--- config.mk ---
export PLATFORM = sky130hd
export DESIGN_NAME = status_led_controller_top
export DESIGN_NICKNAME = d
export VERILOG_FILES = /design/src/hdl/slc_pkg.sv /design/src/hdl/status_led_controller_top.sv
export VERILOG_INCLUDE_DIRS = /design/src /design/src/hdl
export SDC_FILE = /design/constraint.sdc
export NUM_CORES = 1
export LEC_CHECK = 0
export ABC_AREA = 0
export BUFFER_PORTS_ARGS = -buffer_cell sky130_fd_sc_hd__buf_2
export CAP_MARGIN = 10
export CORE_MARGIN = 10
export CORE_UTILIZATION = 56
export DETAILED_ROUTE_END_ITERATION = 6
export PLACE_DENSITY = 0.78
export SLEW_MARGIN = 20
export SYNTH_ARGS = -nofsm -noshare
export SYNTH_HDL_FRONTEND = slang
export SYNTH_SLANG_ARGS = --single-unit
--- constraint.sdc ---
create_clock -name clk -period 2.55 [get_ports clk]
set_input_delay 0.6375 -clock clk [delete_from_list [all_inputs] [get_ports clk]]
set_output_delay 0.6375 -clock clk [all_outputs]
set_load 0.03 [all_outputs]
--- src/hdl/status_led_controller_top_assert.svh ---
// Assertion macros for the status LED controller.
`ifndef STATUS_LED_CONTROLLER_TOP_ASSERT_SVH
`define STATUS_LED_CONTROLLER_TOP_ASSERT_SVH

`ifndef SYNTHESIS
// Same-cycle implication, checked out of reset.
`define SLC_ASSERT_NOW(label, ante, cons, msg) \
  label: assert property (@(posedge clk) disable iff (rst) (ante) |-> (cons)) \
    else $error(msg);
// Next-cycle implication, checked out of reset.
`define SLC_ASSERT_NEXT(label, ante, cons, msg) \
  label: assert property (@(posedge clk) disable iff (rst) (ante) |=> (cons)) \
    else $error(msg);
`else
`define SLC_ASSERT_NOW(label, ante, cons, msg)
`define SLC_ASSERT_NEXT(label, ante, cons, msg)
`endif

`endif

--- src/hdl/slc_pkg.sv ---
// Shared types and constants for the status LED controller.
package slc_pkg;

  // Event codes carried on the opcode field
  typedef enum logic [3:0] {
    OP_TASK_TICK = 4'd0,
    OP_MS_TICK   = 4'd1,
    OP_USB       = 4'd2,
    OP_LINK_CONN = 4'd3,
    OP_LINK_RUN  = 4'd4,
    OP_TX        = 4'd5,
    OP_RX        = 4'd6,
    OP_ERROR     = 4'd7,
    OP_CLEAR     = 4'd8
  } op_t;

  // Configuration register indexes
  typedef enum logic [1:0] {
    REG_HOLD_TICKS    = 2'd0,
    REG_BLINK_PERIOD  = 2'd1,
    REG_ERROR_TIMEOUT = 2'd2
  } reg_idx_t;

  localparam int SLC_CFG_W        = 16;
  localparam int SLC_COUNTER_BITS = 16;
  localparam int SLC_NUM_LEDS     = 5;

  // Bit positions in the LED level vector
  localparam int LED_USB  = 0;
  localparam int LED_RX   = 1;
  localparam int LED_TX   = 2;
  localparam int LED_CONN = 3;
  localparam int LED_RUN  = 4;

  // Reset values of the configuration registers
  localparam logic [SLC_CFG_W-1:0] HOLD_TICKS_RST    = 16'd10;
  localparam logic [SLC_CFG_W-1:0] BLINK_PERIOD_RST  = 16'd100;
  localparam logic [SLC_CFG_W-1:0] ERROR_TIMEOUT_RST = 16'd10000;

endpackage

--- src/hdl/status_led_controller_top.sv ---
// Status LED controller: activity pulse stretching, level LEDs and error blink.
`include "status_led_controller_top_assert.svh"

// Takes one event per clock and updates five LED levels plus the error-blink
// flag in a single pass of counter and compare logic. The LED state registers
// double as the result register: a result appears the cycle after its event
// is accepted, and in_stall rises only while a result is waiting and out_stall
// holds it, so a downstream that never stalls sees one transaction per clock.
// TX/RX LEDs stay lit for hold_ticks task ticks after activity (zero keeps
// them lit); an error event blinks the USB LED every blink_period_ms ms ticks
// until error_timeout_ms ms ticks pass without another error or a clear
// arrives. Configuration writes are always accepted (cfg_ready is tied high)
// and should be made while no event is in flight.
module status_led_controller_top
  import slc_pkg::*;
#(
  parameter int COUNTER_BITS = SLC_COUNTER_BITS
) (
  input  logic                 clk,
  input  logic                 rst,
  // event channel
  input  logic                 in_valid,
  output logic                 in_stall,
  input  logic [3:0]           opcode,
  input  logic                 level,
  // result channel
  output logic                 out_valid,
  input  logic                 out_stall,
  output logic                 usb_led,
  output logic                 rx_led,
  output logic                 tx_led,
  output logic                 link_conn_led,
  output logic                 link_run_led,
  output logic                 error_blinking,
  // configuration channel
  input  logic                 cfg_valid,
  output logic                 cfg_ready,
  input  logic [1:0]           cfg_index,
  input  logic [SLC_CFG_W-1:0] cfg_data
);

  localparam int CMP_W = (COUNTER_BITS > SLC_CFG_W) ? COUNTER_BITS : SLC_CFG_W;

  logic [SLC_CFG_W-1:0]    hold_ticks;
  logic [SLC_CFG_W-1:0]    blink_period_ms;
  logic [SLC_CFG_W-1:0]    error_timeout_ms;

  logic [SLC_CFG_W-1:0]    tx_hold, tx_hold_next;
  logic [SLC_CFG_W-1:0]    rx_hold, rx_hold_next;
  logic [COUNTER_BITS-1:0] since_error_ms, since_error_ms_next;
  logic [COUNTER_BITS-1:0] since_toggle_ms, since_toggle_ms_next;
  logic                    blink_active, blink_active_next;
  logic                    blink_phase, blink_phase_next;
  logic [SLC_NUM_LEDS-1:0] led_levels, led_levels_next;

  logic in_accept;
  logic error_expired;
  logic toggle_due;

  // Handshake: hold off input only while a result is pending and stalled
  assign in_stall  = out_valid && out_stall;
  assign in_accept = in_valid && !in_stall;
  assign cfg_ready = 1'b1;

  // Configuration registers
  always_ff @(posedge clk) begin
    if (rst) begin
      hold_ticks       <= HOLD_TICKS_RST;
      blink_period_ms  <= BLINK_PERIOD_RST;
      error_timeout_ms <= ERROR_TIMEOUT_RST;
    end else if (cfg_valid && cfg_ready) begin
      case (reg_idx_t'(cfg_index))
        REG_HOLD_TICKS:    hold_ticks       <= cfg_data;
        REG_BLINK_PERIOD:  blink_period_ms  <= cfg_data;
        REG_ERROR_TIMEOUT: error_timeout_ms <= cfg_data;
        default: ;
      endcase
    end
  end

  // Blink timing compares, widened to a common width
  assign error_expired = CMP_W'(since_error_ms) >= CMP_W'(error_timeout_ms);
  assign toggle_due    = CMP_W'(since_toggle_ms) >= CMP_W'(blink_period_ms);

  // Next-state logic for one event
  always_comb begin
    tx_hold_next         = tx_hold;
    rx_hold_next         = rx_hold;
    since_error_ms_next  = since_error_ms;
    since_toggle_ms_next = since_toggle_ms;
    blink_active_next    = blink_active;
    blink_phase_next     = blink_phase;
    led_levels_next      = led_levels;

    case (op_t'(opcode))
      OP_TASK_TICK: begin
        // activity holds count down, LED off on reaching zero
        if (tx_hold != '0) begin
          tx_hold_next = tx_hold - 1'b1;
          if (tx_hold == SLC_CFG_W'(1)) led_levels_next[LED_TX] = 1'b0;
        end
        if (rx_hold != '0) begin
          rx_hold_next = rx_hold - 1'b1;
          if (rx_hold == SLC_CFG_W'(1)) led_levels_next[LED_RX] = 1'b0;
        end
        if (blink_active) begin
          if (error_expired) begin
            blink_active_next        = 1'b0;
            blink_phase_next         = 1'b0;
            led_levels_next[LED_USB] = 1'b1;
          end else if (toggle_due) begin
            blink_phase_next         = !blink_phase;
            led_levels_next[LED_USB] = !blink_phase;
            since_toggle_ms_next     = '0;
          end
        end
      end
      OP_MS_TICK: begin
        // saturating elapsed-time counters
        if (!(&since_error_ms))  since_error_ms_next  = since_error_ms + 1'b1;
        if (!(&since_toggle_ms)) since_toggle_ms_next = since_toggle_ms + 1'b1;
      end
      OP_USB:       led_levels_next[LED_USB]  = level;
      OP_LINK_CONN: led_levels_next[LED_CONN] = level;
      OP_LINK_RUN:  led_levels_next[LED_RUN]  = level;
      OP_TX: begin
        led_levels_next[LED_TX] = 1'b1;
        tx_hold_next            = hold_ticks;
      end
      OP_RX: begin
        led_levels_next[LED_RX] = 1'b1;
        rx_hold_next            = hold_ticks;
      end
      OP_ERROR: begin
        since_error_ms_next = '0;
        if (!blink_active) begin
          since_toggle_ms_next     = '0;
          blink_active_next        = 1'b1;
          blink_phase_next         = 1'b0;
          led_levels_next[LED_USB] = 1'b0;
        end
      end
      OP_CLEAR: begin
        if (blink_active) begin
          blink_active_next        = 1'b0;
          blink_phase_next         = 1'b0;
          led_levels_next[LED_USB] = 1'b1;
        end
      end
      default: ;
    endcase
  end

  // State registers, updated once per accepted event
  always_ff @(posedge clk) begin
    if (rst) begin
      tx_hold         <= '0;
      rx_hold         <= '0;
      since_error_ms  <= '0;
      since_toggle_ms <= '0;
      blink_active    <= 1'b0;
      blink_phase     <= 1'b0;
      led_levels      <= '0;
    end else if (in_accept) begin
      tx_hold         <= tx_hold_next;
      rx_hold         <= rx_hold_next;
      since_error_ms  <= since_error_ms_next;
      since_toggle_ms <= since_toggle_ms_next;
      blink_active    <= blink_active_next;
      blink_phase     <= blink_phase_next;
      led_levels      <= led_levels_next;
    end
  end

  // Result valid: set by an accepted event, cleared when the result is taken
  always_ff @(posedge clk) begin
    if (rst) begin
      out_valid <= 1'b0;
    end else if (in_accept) begin
      out_valid <= 1'b1;
    end else if (!out_stall) begin
      out_valid <= 1'b0;
    end
  end

  // Result fields come straight from the state registers
  assign usb_led        = led_levels[LED_USB];
  assign rx_led         = led_levels[LED_RX];
  assign tx_led         = led_levels[LED_TX];
  assign link_conn_led  = led_levels[LED_CONN];
  assign link_run_led   = led_levels[LED_RUN];
  assign error_blinking = blink_active;

  // Checks
  `SLC_ASSERT_NOW(a_stall_only_pending, in_stall, out_valid, "stall without pending result")
  `SLC_ASSERT_NOW(a_phase_idle, !blink_active, !blink_phase, "blink phase set while idle")
  `SLC_ASSERT_NOW(a_tx_hold_lit, tx_hold != '0, led_levels[LED_TX], "TX hold running, LED off")
  `SLC_ASSERT_NEXT(a_error_blinks, in_accept && (opcode == OP_ERROR),
                   out_valid && blink_active, "error did not start blink")

endmodule
==> flow_metrics.tcl, run 1 <==
set metrics [dict create \
    run_status "finished, final reports clean" \
    h_tree_level_count 4 \
    layout.filler_cells 1006 \
    num_antenna_cells 0 \
    maximum_number_of_pins_on_one_net_before_global_route_repair 59 \
    ys_ff_latch 120 \
    detail-route-antenna-nets 0 \
    place.gp.congestion 0.916 \
    post_cts.resized_instances 0 \
    ys_types 78 \
    synth_sequential_area_ratio_pct 35.6 \
    route.detailed.vias_per_inst 6.07 \
    grt_antenna_before_repair 1 \
    setup_ws_post_layout_ns 0.159 \
    dp_worst_setup_slack_ns -0.122 \
    grt_pass1_wl_mm 30.3 \
    worst-r2r-setup-slack_ns 0.16 \
    core_region_area_um2 11900 \
    vdd_drop_max_uv 520 \
    postCtsSetupRepairBufs 0 \
    core.rowCount 40 \
    setup_repair_after_global_routing_missed_its_margin "no" \
    dieHeight_um 130 \
    critical_path_required_ns 2.87 \
    numClockSinks 120 \
    dp_hpwl_mm 12.9 \
    critPathMostFrequentCell "sky130_fd_sc_hd__and4_1" \
    worst_slew_pin_slew_ns 0.622 \
    crit_path_max_incr_delay_ns 0.39 \
    report.final.hold_viol_count 0 \
    synth-async-reset-ratio_pct 0 \
    gr-usage-all-layers_pct 22.3 \
    timing.final.max_slew_violations 0 \
    cp_data_arrival_time_ns 2.71 \
    worst_setup_path_start_kind "register" \
    power.density_cell_area_nw_per_um2 616 \
    achievable-frequency_mhz 418 \
    worstHoldPathType "reg -> reg" \
    critical_path.endpoint_type "register" \
    via_count 6615 \
    floorplan.io_pins 37 \
    routed_wire_length_per_instance_um 16.7 \
    cp_num_buf_inv 0 \
    crit_type "reg -> reg" \
    cp_cell_sequence "ha_1 > and4_1 > nand3_1 > a221o_1 > and4_1 > o211a_2 > a311oi_1" \
    tns_ns 0 \
    synth-edff-count 0 \
    number_of_buffers_added_to_fix_hold_violations_after_cts 0 \
    synth_top_flop_cell "sky130_fd_sc_hd__dfxtp_1" \
    ys_warn_count 0 \
    setup_viol_count_final 0 \
    critPathMaxFanout 16 \
    clkSlewWorstSetupHoldPaths_ns 0.06 \
    power_leakage_nw 3.09 \
    maxSlewHeadroom_pct 58.5 \
    dieArea_um2 16900 \
    syn_area_um2 6760 \
    clk_path_buf_depth 2 \
    drt_pass1_iterations 7 \
    synth_fp_nets 935 \
    worst_skew_pair.late_latency_ns 0.42 \
    drc 0 \
    timing.final.crit_period_ns 2.39 \
    syn_to_final_growth_pct 16.1 \
    syn-instance-count 869 \
    layout_worst_path_cycle_share_pct 93.8 \
    largest_delay_share_family_worst_path "compound AO/OA/AOI/OAI gates" \
    number_of_buffers_inserted_during_clock_tree_synthesis 17 \
    synthesis.area_per_instance_um2 7.78 \
    buffer_ports.inserted 35 \
    grt_overflow 0 \
    totalWireLength_mm 18.2 \
    drt_iter0_drcs 790 \
    chipWidth_um 130 \
    fraction_of_final_layout_cells_sized_beyond_drive_strength_1_pct 14.3 \
    tritoncts "done" \
    cap_viol_max_count 0 \
    fin_skew_ns 0.0102 \
    floorplan.initialDensity_pct 56.7 \
    cts_root_buffer "sky130_fd_sc_hd__clkbuf_16" \
    finalNetCount 995 \
    grt_pass1_vias 6065 \
    critical_path.slowest_cell "sky130_fd_sc_hd__o211a_2" \
]
-- worst min-delay path: cells and delay by family (launching register included) --
family	cells	cell delay, ns
simple gates	1	0.05
compound gates	1	0.05
flops	1	0.30
-- placed cells by master, fill, tap and decap left out, types with 4 or more instances in the layout --
| cell | count |
|---|---|
| sky130_fd_sc_hd__ha_1 | 38 |
| sky130_fd_sc_hd__and4_1 | 8 |
| sky130_fd_sc_hd__a211o_1 | 7 |
| sky130_fd_sc_hd__nor3b_1 | 5 |
| sky130_fd_sc_hd__o21ai_0 | 43 |
| sky130_fd_sc_hd__nor2_1 | 70 |
| sky130_fd_sc_hd__mux2i_1 | 5 |
| sky130_fd_sc_hd__clkbuf_16 | 17 |
| sky130_fd_sc_hd__a31oi_1 | 11 |
| sky130_fd_sc_hd__or3_1 | 9 |
| sky130_fd_sc_hd__a211oi_1 | 8 |
| sky130_fd_sc_hd__nand4_1 | 11 |
| sky130_fd_sc_hd__or4_1 | 8 |
| sky130_fd_sc_hd__nand2_1 | 157 |
| sky130_fd_sc_hd__a21oi_1 | 92 |
| sky130_fd_sc_hd__buf_4 | 49 |
| sky130_fd_sc_hd__a311oi_1 | 9 |
| sky130_fd_sc_hd__nand2b_1 | 8 |
| sky130_fd_sc_hd__nand3_1 | 22 |
| sky130_fd_sc_hd__xor2_1 | 4 |
| sky130_fd_sc_hd__o32ai_1 | 8 |
| sky130_fd_sc_hd__nor4_1 | 9 |
| sky130_fd_sc_hd__nand3b_1 | 8 |
| sky130_fd_sc_hd__clkinv_2 | 6 |
| sky130_fd_sc_hd__inv_1 | 52 |
| sky130_fd_sc_hd__o31ai_1 | 4 |
| sky130_fd_sc_hd__xnor2_1 | 8 |
| sky130_fd_sc_hd__a2bb2oi_1 | 6 |
| sky130_fd_sc_hd__a21o_1 | 4 |
| sky130_fd_sc_hd__dfxtp_1 | 120 |
| sky130_fd_sc_hd__nor3_1 | 20 |
| sky130_fd_sc_hd__buf_2 | 34 |
| sky130_fd_sc_hd__o211ai_1 | 7 |
| sky130_fd_sc_hd__and2_1 | 5 |
-- through the flow --
stage               cells  utilization (%)  instance area (um2)  total power, mW  hold slack [ns]
finish               1089             65.8                 7840             4.83            0.452
global placement     1057             61.0                 7270             2.50            0.443
floorplan             869                -                 6760             2.34            0.436
global route         1089             65.8                 7840             5.02            0.469
detailed placement   1057             61.0                 7270             2.51            0.447
CTS                  1089             65.8                 7840             4.85            0.448
-- metal layers --
| layer | global-route usage (%) | wire [um] | share of wire, % |
|---|---|---|---|
| met3 | 5.68 | 1320 | 7.3 |
| met4 | 8.13 | 324 | 1.8 |
| met1 | 29.6 | 8440 | 46 |
| met2 | 34.1 | 8080 | 44 |
| met5 | 0 | 13 | 0.072 |
-- logic make-up (layout without fill, tap and decap cells) --
group | Yosys count | after routing | synth area share (%)
AO/OA/AOI/OAI | 232 | 232 | 22.2
flip-flops | 120 | 120 | 35.6
multiplexers | 5 | 5 | 0.741
other | 1 | 1 | 0.0555
AND/OR/NAND/NOR | 366 | 366 | 26.6
XOR/XNOR | 12 | 12 | 1.56
adder cells (fa/ha/maj) | 38 | 38 | 7.04
buffers and inverters | 95 | 168 | 6.31
-- sequential cells by signal, summed over array words and instances (netlist names) --
register          flops
out_valid             1
tx_hold              16
since_error_ms       16
error_timeout_ms     16
error_blinking        1
hold_ticks           16
rx_hold              16
led_levels            5
blink_phase           1
since_toggle_ms      16
blink_period_ms      16
-- final timing paths --
path / start / to / cells past startpoint
setup / recovery: since_error_ms[11] / since_toggle_ms[3] / 7
hold / removal: error_timeout_ms[6] / error_timeout_ms[6] / 2
setup reg to reg: since_error_ms[11] / since_toggle_ms[3] / 7
hold reg to reg: error_timeout_ms[6] / error_timeout_ms[6] / 2
-- power by group --
part	switching (mW)	internal (mW)	leakage [nW]
clock network	0.842	1.50	0.286
logic	0.319	0.199	1.83
registers	0.0430	1.92	0.972
-- layout make-up --
type / instances / area, um2 / share of cell area [%]
multi-input combinational: 654 / 3930 / 50.1
clock inverter: 9 / 97.6 / 1.24
timing repair buffer: 84 / 558 / 7.12
inverter: 52 / 195 / 2.49
sequential: 120 / 2400 / 30.6
tap: 147 / 184 / 2.35
clock buffer: 23 / 478 / 6.09
-- synth_stat cells, drive strengths merged (11+ instances only) --
library cell	n	area share, %
nor4	11	1.2
dfxtp	120	36
nor3	21	1.6
ha	38	7.0
clkbuf	32	2.4
a21oi	92	6.8
nand3	22	1.6
a31oi	11	1.0
inv	52	2.9
or3	11	1.1
nor2	71	4.2
nand4	11	1.0
nand2	157	8.7
o21ai	45	3.4
Note: power is estimated with default switching activity, not from simulation.
==> run 2: changes to the inputs <==
--- a/config.mk
+++ b/config.mk
@@ -6,7 +6,7 @@
 export SDC_FILE = /design/constraint.sdc
 export NUM_CORES = 1
 export LEC_CHECK = 0
-export ABC_AREA = 0
+export ABC_AREA = 1
 export BUFFER_PORTS_ARGS = -buffer_cell sky130_fd_sc_hd__buf_2
 export CAP_MARGIN = 10
 export CORE_MARGIN = 10
==> run 2 against run 1 <==
Net effect:
- first-iteration DRC count shrank 11%
- via count grew 8.2%
- sequential power is essentially flat
- non-clock buffer count shrank 30
- worst setup slack gained 0.10 ns
- utilization shrank 0.79 points
- maximum frequency grew 4.5%
- clock skew shrank 0.0025 ns
- design area grew 4.2%
- power grew 9.4%
- synthesized cell count grew 26%
- critical path depth grew 6
- critical endpoint unchanged
- largest power group unchanged
- highest routed layer unchanged
==> flow_metrics.tcl, run 2 <==
set metrics [dict create \
    ys_warn_count 0 \
    floorplan.io_pins 37 \
    tns_ns 0 \
    achievable-frequency_mhz 437 \
    drc 0 \
    ys_types 43 \
    largest_delay_share_family_worst_path "simple AND/OR/NAND/NOR gates" \
    syn_to_final_growth_pct 14.3 \
    fraction_of_final_layout_cells_sized_beyond_drive_strength_1_pct 10.9 \
    post-synth-top-area-fraction_pct 33.6 \
    report.final.hold_viol_count 0 \
    critical_path.reg2reg.startpoint "since_error_ms[2]" \
    setup_repair_after_global_routing_missed_its_margin "no" \
    worst_skew_pair.late_latency_ns 0.43 \
    layout_worst_path_cycle_share_pct 89.8 \
    chipWidth_um 133 \
    dieArea_um2 17700 \
    route.detailed.vias_per_inst 5.43 \
    maximum_number_of_pins_on_one_net_before_global_route_repair 54 \
    via_count 7157 \
    post_cts.resized_instances 0 \
    core_region_area_um2 12600 \
    numClockSinks 120 \
    place.gp.congestion 0.936 \
    maxSlewHeadroom_pct 49.4 \
    grt_antenna_before_repair 1 \
    worst_setup_path_start_kind "register" \
    most_frequent_cells_in_the_layout "sky130_fd_sc_hd__nand2_1 (253), sky130_fd_sc_hd__nor2_1 (144), sky130_fd_sc_hd__inv_1 (125)" \
    timing.final.max_slew_violations 0 \
    core.rowCount 41 \
    critPathMostFrequentCell "sky130_fd_sc_hd__nand2_1" \
    ff_latch_area_um2 2400 \
    syn_area_um2 7160 \
    timing.final.crit_period_ns 2.29 \
    reg2reg_to "since_toggle_ms[3]" \
    synth_top_flop_cell "sky130_fd_sc_hd__dfxtp_1" \
    clkSlewWorstSetupHoldPaths_ns 0.06 \
    grt_overflow 0 \
    worst-r2r-setup-slack_ns 0.26 \
    drt_pass1_iterations 6 \
    power_leakage_nw 3.70 \
    critical_path.slowest_cell "sky130_fd_sc_hd__dfxtp_1" \
    buffer_ports.inserted 35 \
    tritoncts "done" \
    grt_pass1_wl_mm 31.6 \
    yosysTopAreaCell "sky130_fd_sc_hd__dfxtp_1" \
    power.density_cell_area_nw_per_um2 646 \
    hold_path.startpoint "led_levels[2]" \
    crit_path_max_incr_delay_ns 0.43 \
    final.hold.worst_slack_ns 0.460 \
    cap_viol_max_count 0 \
    drt_iter0_drcs 706 \
    grt_pass1_vias 6575 \
    reg2regPathDepth 13 \
    number_of_buffers_inserted_during_clock_tree_synthesis 17 \
    gr-usage-all-layers_pct 21.7 \
    cp_data_arrival_time_ns 2.61 \
    routed_wire_length_per_instance_um 14.6 \
    dp_hpwl_mm 14.0 \
    postCtsSetupRepairBufs 0 \
    totalWireLength_mm 19.3 \
    syn-instance-count 1095 \
    num_antenna_cells 0 \
    finalNetCount 1198 \
    yosys-top-cells-count "sky130_fd_sc_hd__nand2_1 (253), sky130_fd_sc_hd__nor2_1 (144), sky130_fd_sc_hd__inv_1 (126)" \
    critical_path.endpoint_type "register" \
    worstHoldPathType "reg -> reg" \
    synthesis.area_per_instance_um2 6.53 \
    critPathMaxFanout 7 \
    crit_type "reg -> reg" \
    layout.filler_cells 1124 \
    synth_sequential_area_ratio_pct 33.6 \
    synth-edff-count 0 \
    clk_path_buf_depth 2 \
    vdd_drop_max_uv 513 \
    run_status "finished, final reports clean" \
    cts_root_buffer "sky130_fd_sc_hd__clkbuf_16" \
    synth_fp_nets 1161 \
    floorplan.initialDensity_pct 56.9 \
    layout.cells.most_common "sky130_fd_sc_hd__nand2_1" \
    post-synth-top-count-cell "sky130_fd_sc_hd__nand2_1" \
    critical_path_required_ns 2.87 \
    ys_top_cells_by_area "sky130_fd_sc_hd__dfxtp_1 (34%), sky130_fd_sc_hd__nand2_1 (13%), sky130_fd_sc_hd__nor2_1 (7.6%)" \
    setup_viol_count_final 0 \
    detail-route-antenna-nets 0 \
    dieHeight_um 133 \
    cp_cell_sequence "ha_1 > nand2_1 > nor2_1 > and2_1 > nor2_1 > nand2_1 > nand2_1 > nand2_1 > nand2_1 > buf_4 > nand3_1 > nand2_1 > nor2_1" \
    fin_skew_ns 0.00766 \
    synth-async-reset-ratio_pct 0 \
    ys_ff_latch 120 \
    cp_num_buf_inv 1 \
    multi_input_area_um2 4050 \
    hold_depth 2 \
    h_tree_level_count 4 \
    worst_slew_pin_slew_ns 0.758 \
    hold_critical_path_endpoint "led_levels[2]" \
    number_of_buffers_added_to_fix_hold_violations_after_cts 0 \
]
-- run 2: cell count changes in the layout (fill, tap and decap cells not counted), moves of 32 or more --
| cell | before | now |
|---|---|---|
| sky130_fd_sc_hd__o21ai_0 | 43 | 93 |
| sky130_fd_sc_hd__nor2_1 | 70 | 144 |
| sky130_fd_sc_hd__inv_1 | 52 | 125 |
| sky130_fd_sc_hd__nand2_1 | 157 | 253 |
| sky130_fd_sc_hd__buf_4 | 49 | 17 |
| sky130_fd_sc_hd__nand3_1 | 22 | 61 |
-- run 2: worst reg2reg max path, cell delays in order (launching register included) --
cell	delay (ns)
sky130_fd_sc_hd__dfxtp_1	0.43
sky130_fd_sc_hd__ha_1	0.29
sky130_fd_sc_hd__nand2_1	0.11
sky130_fd_sc_hd__nor2_1	0.05
sky130_fd_sc_hd__and2_1	0.14
sky130_fd_sc_hd__nor2_1	0.08
sky130_fd_sc_hd__nand2_1	0.09
sky130_fd_sc_hd__nand2_1	0.15
sky130_fd_sc_hd__nand2_1	0.08
sky130_fd_sc_hd__nand2_1	0.30
sky130_fd_sc_hd__buf_4	0.23
sky130_fd_sc_hd__nand3_1	0.09
sky130_fd_sc_hd__nand2_1	0.08
sky130_fd_sc_hd__nor2_1	0.05
-- run 2: metrics by stage --
| step | area, um2 | setup WS (ns) | std cells | power, mW | utilization, % |
|---|---|---|---|---|---|
| after global placement | 7530 | 0.247 | 1285 | 2.68 | 59.9 |
| after CTS | 8180 | 0.307 | 1317 | 5.30 | 65.0 |
| after floorplan | 7160 | 0.561 | 1095 | 2.51 | - |
| final | 8180 | 0.261 | 1317 | 5.28 | 65.0 |
| after global routing | 8180 | 0.0777 | 1317 | 5.50 | 65.0 |
| after detailed placement | 7530 | 0.208 | 1285 | 2.70 | 59.9 |
-- run 2: power by group --
group | switching [mW] | total (mW) | internal, mW
registers | 0.0509 | 2.00 | 1.95
clock network | 0.854 | 2.61 | 1.76
logic | 0.439 | 0.674 | 0.234
-- run 2: worst max path at each step --
stage,start,to,cells past startpoint
2_1_floorplan,out_stall,since_toggle_ms[9],11
3_3_place_gp,opcode[0],since_toggle_ms[13],11
3_5_place_dp,opcode[0],since_toggle_ms[1],11
4_1_cts,since_error_ms[3],since_toggle_ms[3],13
5_1_grt,since_error_ms[2],since_toggle_ms[2],13
6_report,since_error_ms[2],since_toggle_ms[3],13
-- run 2: layer usage --
layer	up-vias	global-route usage [%]	share of wire, %
met5	-	0	0.068
met4	2	7.09	1.9
met3	33	5.19	6.2
met2	218	35.5	47
met1	3261	27.5	45
li1	3643	-	-
-- run 2: cell families after synthesis --
| logic type | Yosys count | synth area share (%) |
|---|---|---|
| other | 1 | 0.0524 |
| buffers and inverters | 173 | 9.77 |
| xor gates and xnor gates | 14 | 1.71 |
| and+or+nand+nor | 519 | 30.8 |
| AOI/OAI and AO/OA | 227 | 17.0 |
| adders and majority gates | 38 | 6.64 |
| muxes | 3 | 0.420 |
| DFF | 120 | 33.6 |
-- run 2: layout make-up --
| cell class | instances | share of cell area (%) |
|---|---|---|
| inverters | 137 | 6.35 |
| flip-flops and latches | 120 | 29.4 |
| clock buffers | 24 | 6.14 |
| repair buffers | 54 | 4.19 |
| clock inverters | 8 | 1.71 |
| well taps | 172 | 2.63 |
| multi-input cells | 802 | 49.6 |
==> run 3: changes to the inputs <==
==> constraint.sdc (replaced) <==
create_clock -name clk -period 1.9 [get_ports clk]
set_input_delay 0.475 -clock clk [delete_from_list [all_inputs] [get_ports clk]]
set_output_delay 0.475 -clock clk [all_outputs]
set_load 0.03 [all_outputs]
==> run 3 against run 2 <==
Net effect:
- the run now ends with setup timing left
- clock skew down 0.0016 ns
- design area up 12%
- global-route usage up 1.4 points
- utilization up 7.8 points
- largest power group unchanged
- critical path type unchanged
- sequential share of layout area down 3.1 points
- register-to-register slack worse by 0.31 ns
- cell count up 6.2%
- clock power up 28%
- critical path depth up 1
- clock-buffer cell count down 6
- maximum frequency up 18%
==> flow_metrics.tcl, run 3 (synthesis results as in run 2) <==
set metrics [dict create \
    run_status "finished, violations left" \
    failed_checks "setup timing" \
    clk_path_buf_depth 2 \
    report.final.hold_viol_count 0 \
    worstHoldPathType "in -> reg" \
    post-route-util_pct 72.9 \
    worst_slew_pin_slew_ns 0.693 \
    dp.cells 1359 \
    timing.final.max_slew_violations 0 \
    worst_skew_pair.late_latency_ns 0.43 \
    route.detailed.vias_per_inst 5.53 \
    critPathMaxFanout 7 \
    dp_hpwl_mm 14.9 \
    dieArea_um2 17700 \
    syn_to_final_growth_pct 28.0 \
    grt_util_met1_pct 27.6 \
    worst_setup_path_start_kind "register" \
    power.density_cell_area_nw_per_um2 777 \
    num_antenna_cells 0 \
    fraction_of_final_layout_cells_sized_beyond_drive_strength_1_pct 22.8 \
    floorplan.initialDensity_pct 56.9 \
    totalWireLength_mm 21.8 \
    drt_iter0_drcs 731 \
    grt_pass1_vias 7197 \
    most_frequent_cells_in_the_layout "sky130_fd_sc_hd__nand2_1 (238), sky130_fd_sc_hd__nor2_1 (137), sky130_fd_sc_hd__inv_1 (115), sky130_fd_sc_hd__dfxtp_1 (115), sky130_fd_sc_hd__a21oi_1 (101)" \
    cp_data_arrival_time_ns 2.26 \
    cap_viol_max_count 0 \
    timing.final.crit_period_ns 1.95 \
    critical_path_required_ns 2.21 \
    setup_viol_count_final 10 \
    maximum_number_of_pins_on_one_net_before_global_route_repair 35 \
    layout_worst_path_cycle_share_pct 102 \
    finalNetCount 1279 \
    grt_antenna_before_repair 0 \
    core_region_area_um2 12600 \
    achievable-frequency_mhz 514 \
    drc 0 \
    h_tree_level_count 4 \
    tritoncts "done" \
    groute.layer.met3.usage_pct 5.41 \
    drt_pass1_iterations 5 \
    gr-usage-met2_pct 37.6 \
    crit_type "reg -> reg" \
    power_leakage_nw 4.10 \
    core.rowCount 41 \
    cts_root_buffer "sky130_fd_sc_hd__clkbuf_16" \
    number_of_buffers_inserted_during_clock_tree_synthesis 17 \
    maxSlewHeadroom_pct 53.8 \
    floorplan.io_pins 37 \
    dieHeight_um 133 \
    clkSlewWorstSetupHoldPaths_ns 0.06 \
    routed_wire_length_per_instance_um 15.6 \
    gr-usage-all-layers_pct 23.1 \
    critical_path.endpoint_type "register" \
    grt_overflow 0 \
    chipWidth_um 133 \
    place.gp.congestion 1.00 \
    fin_skew_ns 0.00607 \
    buffer_ports.inserted 35 \
    via_count 7734 \
    layout.cells.most_common "sky130_fd_sc_hd__nand2_1" \
    setup_ws_post_layout_ns -0.0452 \
    grt_pass1_wl_mm 33.6 \
    gr-max-usage-layer "met2" \
    final_cell_count_no_fill 1398 \
    numClockSinks 120 \
    vdd_drop_max_uv 870 \
    setup_repair_after_global_routing_missed_its_margin "yes" \
    detail-route-antenna-nets 0 \
]
## run 3: cell count changes in the layout (fill, tap and decap cells not counted), moves of 9 or more
cell                      before  now
sky130_fd_sc_hd__buf_4        17   93
sky130_fd_sc_hd__ha_1         38   22
sky130_fd_sc_hd__ha_4          0   14
sky130_fd_sc_hd__inv_1       125  115
sky130_fd_sc_hd__inv_2         8   17
sky130_fd_sc_hd__nand2_1     253  238
sky130_fd_sc_hd__nand2_2       3   16
sky130_fd_sc_hd__nand3_1      61   52
## run 3: timing repair
action                     4_1_cts  5_1_grt
gates resized for setup         19       78
hold buffers                     0        0
setup endpoints to repair       17       37
pin swaps                        3       33
buffers inserted                 4        2
gates cloned                     2        1
## run 3: final timing paths
check / start / to / slack, ns / depth (start not counted)
max: blink_period_ms[10] / since_toggle_ms[11] / -0.05 / 14
min: cfg_data[4] / error_timeout_ms[4] / 0.32 / 3
max reg2reg: blink_period_ms[10] / since_toggle_ms[11] / -0.05 / 14
min reg2reg: blink_period_ms[10] / blink_period_ms[10] / 0.45 / 2
## run 3: area by class of cell
| class | count | area, um2 |
|---|---|---|
| inverters | 137 | 522 |
| well taps | 172 | 215 |
| flip-flops and latches | 120 | 2410 |
| clock buffers | 18 | 439 |
| repair buffers | 135 | 986 |
| multi-input cells | 802 | 4410 |
| clock inverters | 14 | 174 |
| fillers | 972 | 3410 |
## run 3: per-layer routing
metal	up-vias	wire length (um)
met2	363	10200
li1	3789	-
met4	0	1010
met5	-	0
met3	82	1700
met1	3500	8870
## run 3: power breakdown
part           internal [mW]  switching (mW)
Combinational          0.429           0.675
Sequential              2.61          0.0633
Clock                   2.10            1.24
## run 3: critical path, cell delays in order, from the launching register on
cell                      delay, ns
sky130_fd_sc_hd__dfxtp_2       0.32
sky130_fd_sc_hd__inv_2         0.03
sky130_fd_sc_hd__ha_1          0.27
sky130_fd_sc_hd__nand2_2       0.08
sky130_fd_sc_hd__inv_2         0.06
sky130_fd_sc_hd__nand2_1       0.06
sky130_fd_sc_hd__nand2_1       0.08
sky130_fd_sc_hd__nand2_2       0.08
sky130_fd_sc_hd__nand2_1       0.08
sky130_fd_sc_hd__nor2_2        0.19
sky130_fd_sc_hd__a21oi_4       0.09
sky130_fd_sc_hd__buf_12        0.15
sky130_fd_sc_hd__buf_4         0.15
sky130_fd_sc_hd__a21oi_1       0.13
sky130_fd_sc_hd__nor2_1        0.07
## run 3: stage by stage
step,setup TNS [ns],power (mW),setup slack (ns),hold WS (ns),instance area [um2]
after floorplan,0,3.37,0.0448,0.435,7160
after global placement,-1.69,3.68,-0.129,0.448,8080
after detailed placement,-3.42,3.70,-0.145,0.454,8080
after CTS,0,7.04,0.00151,0.308,8800
after global routing,-1.46,7.38,-0.127,0.341,9160
final,-0.204,7.12,-0.0452,0.318,9160
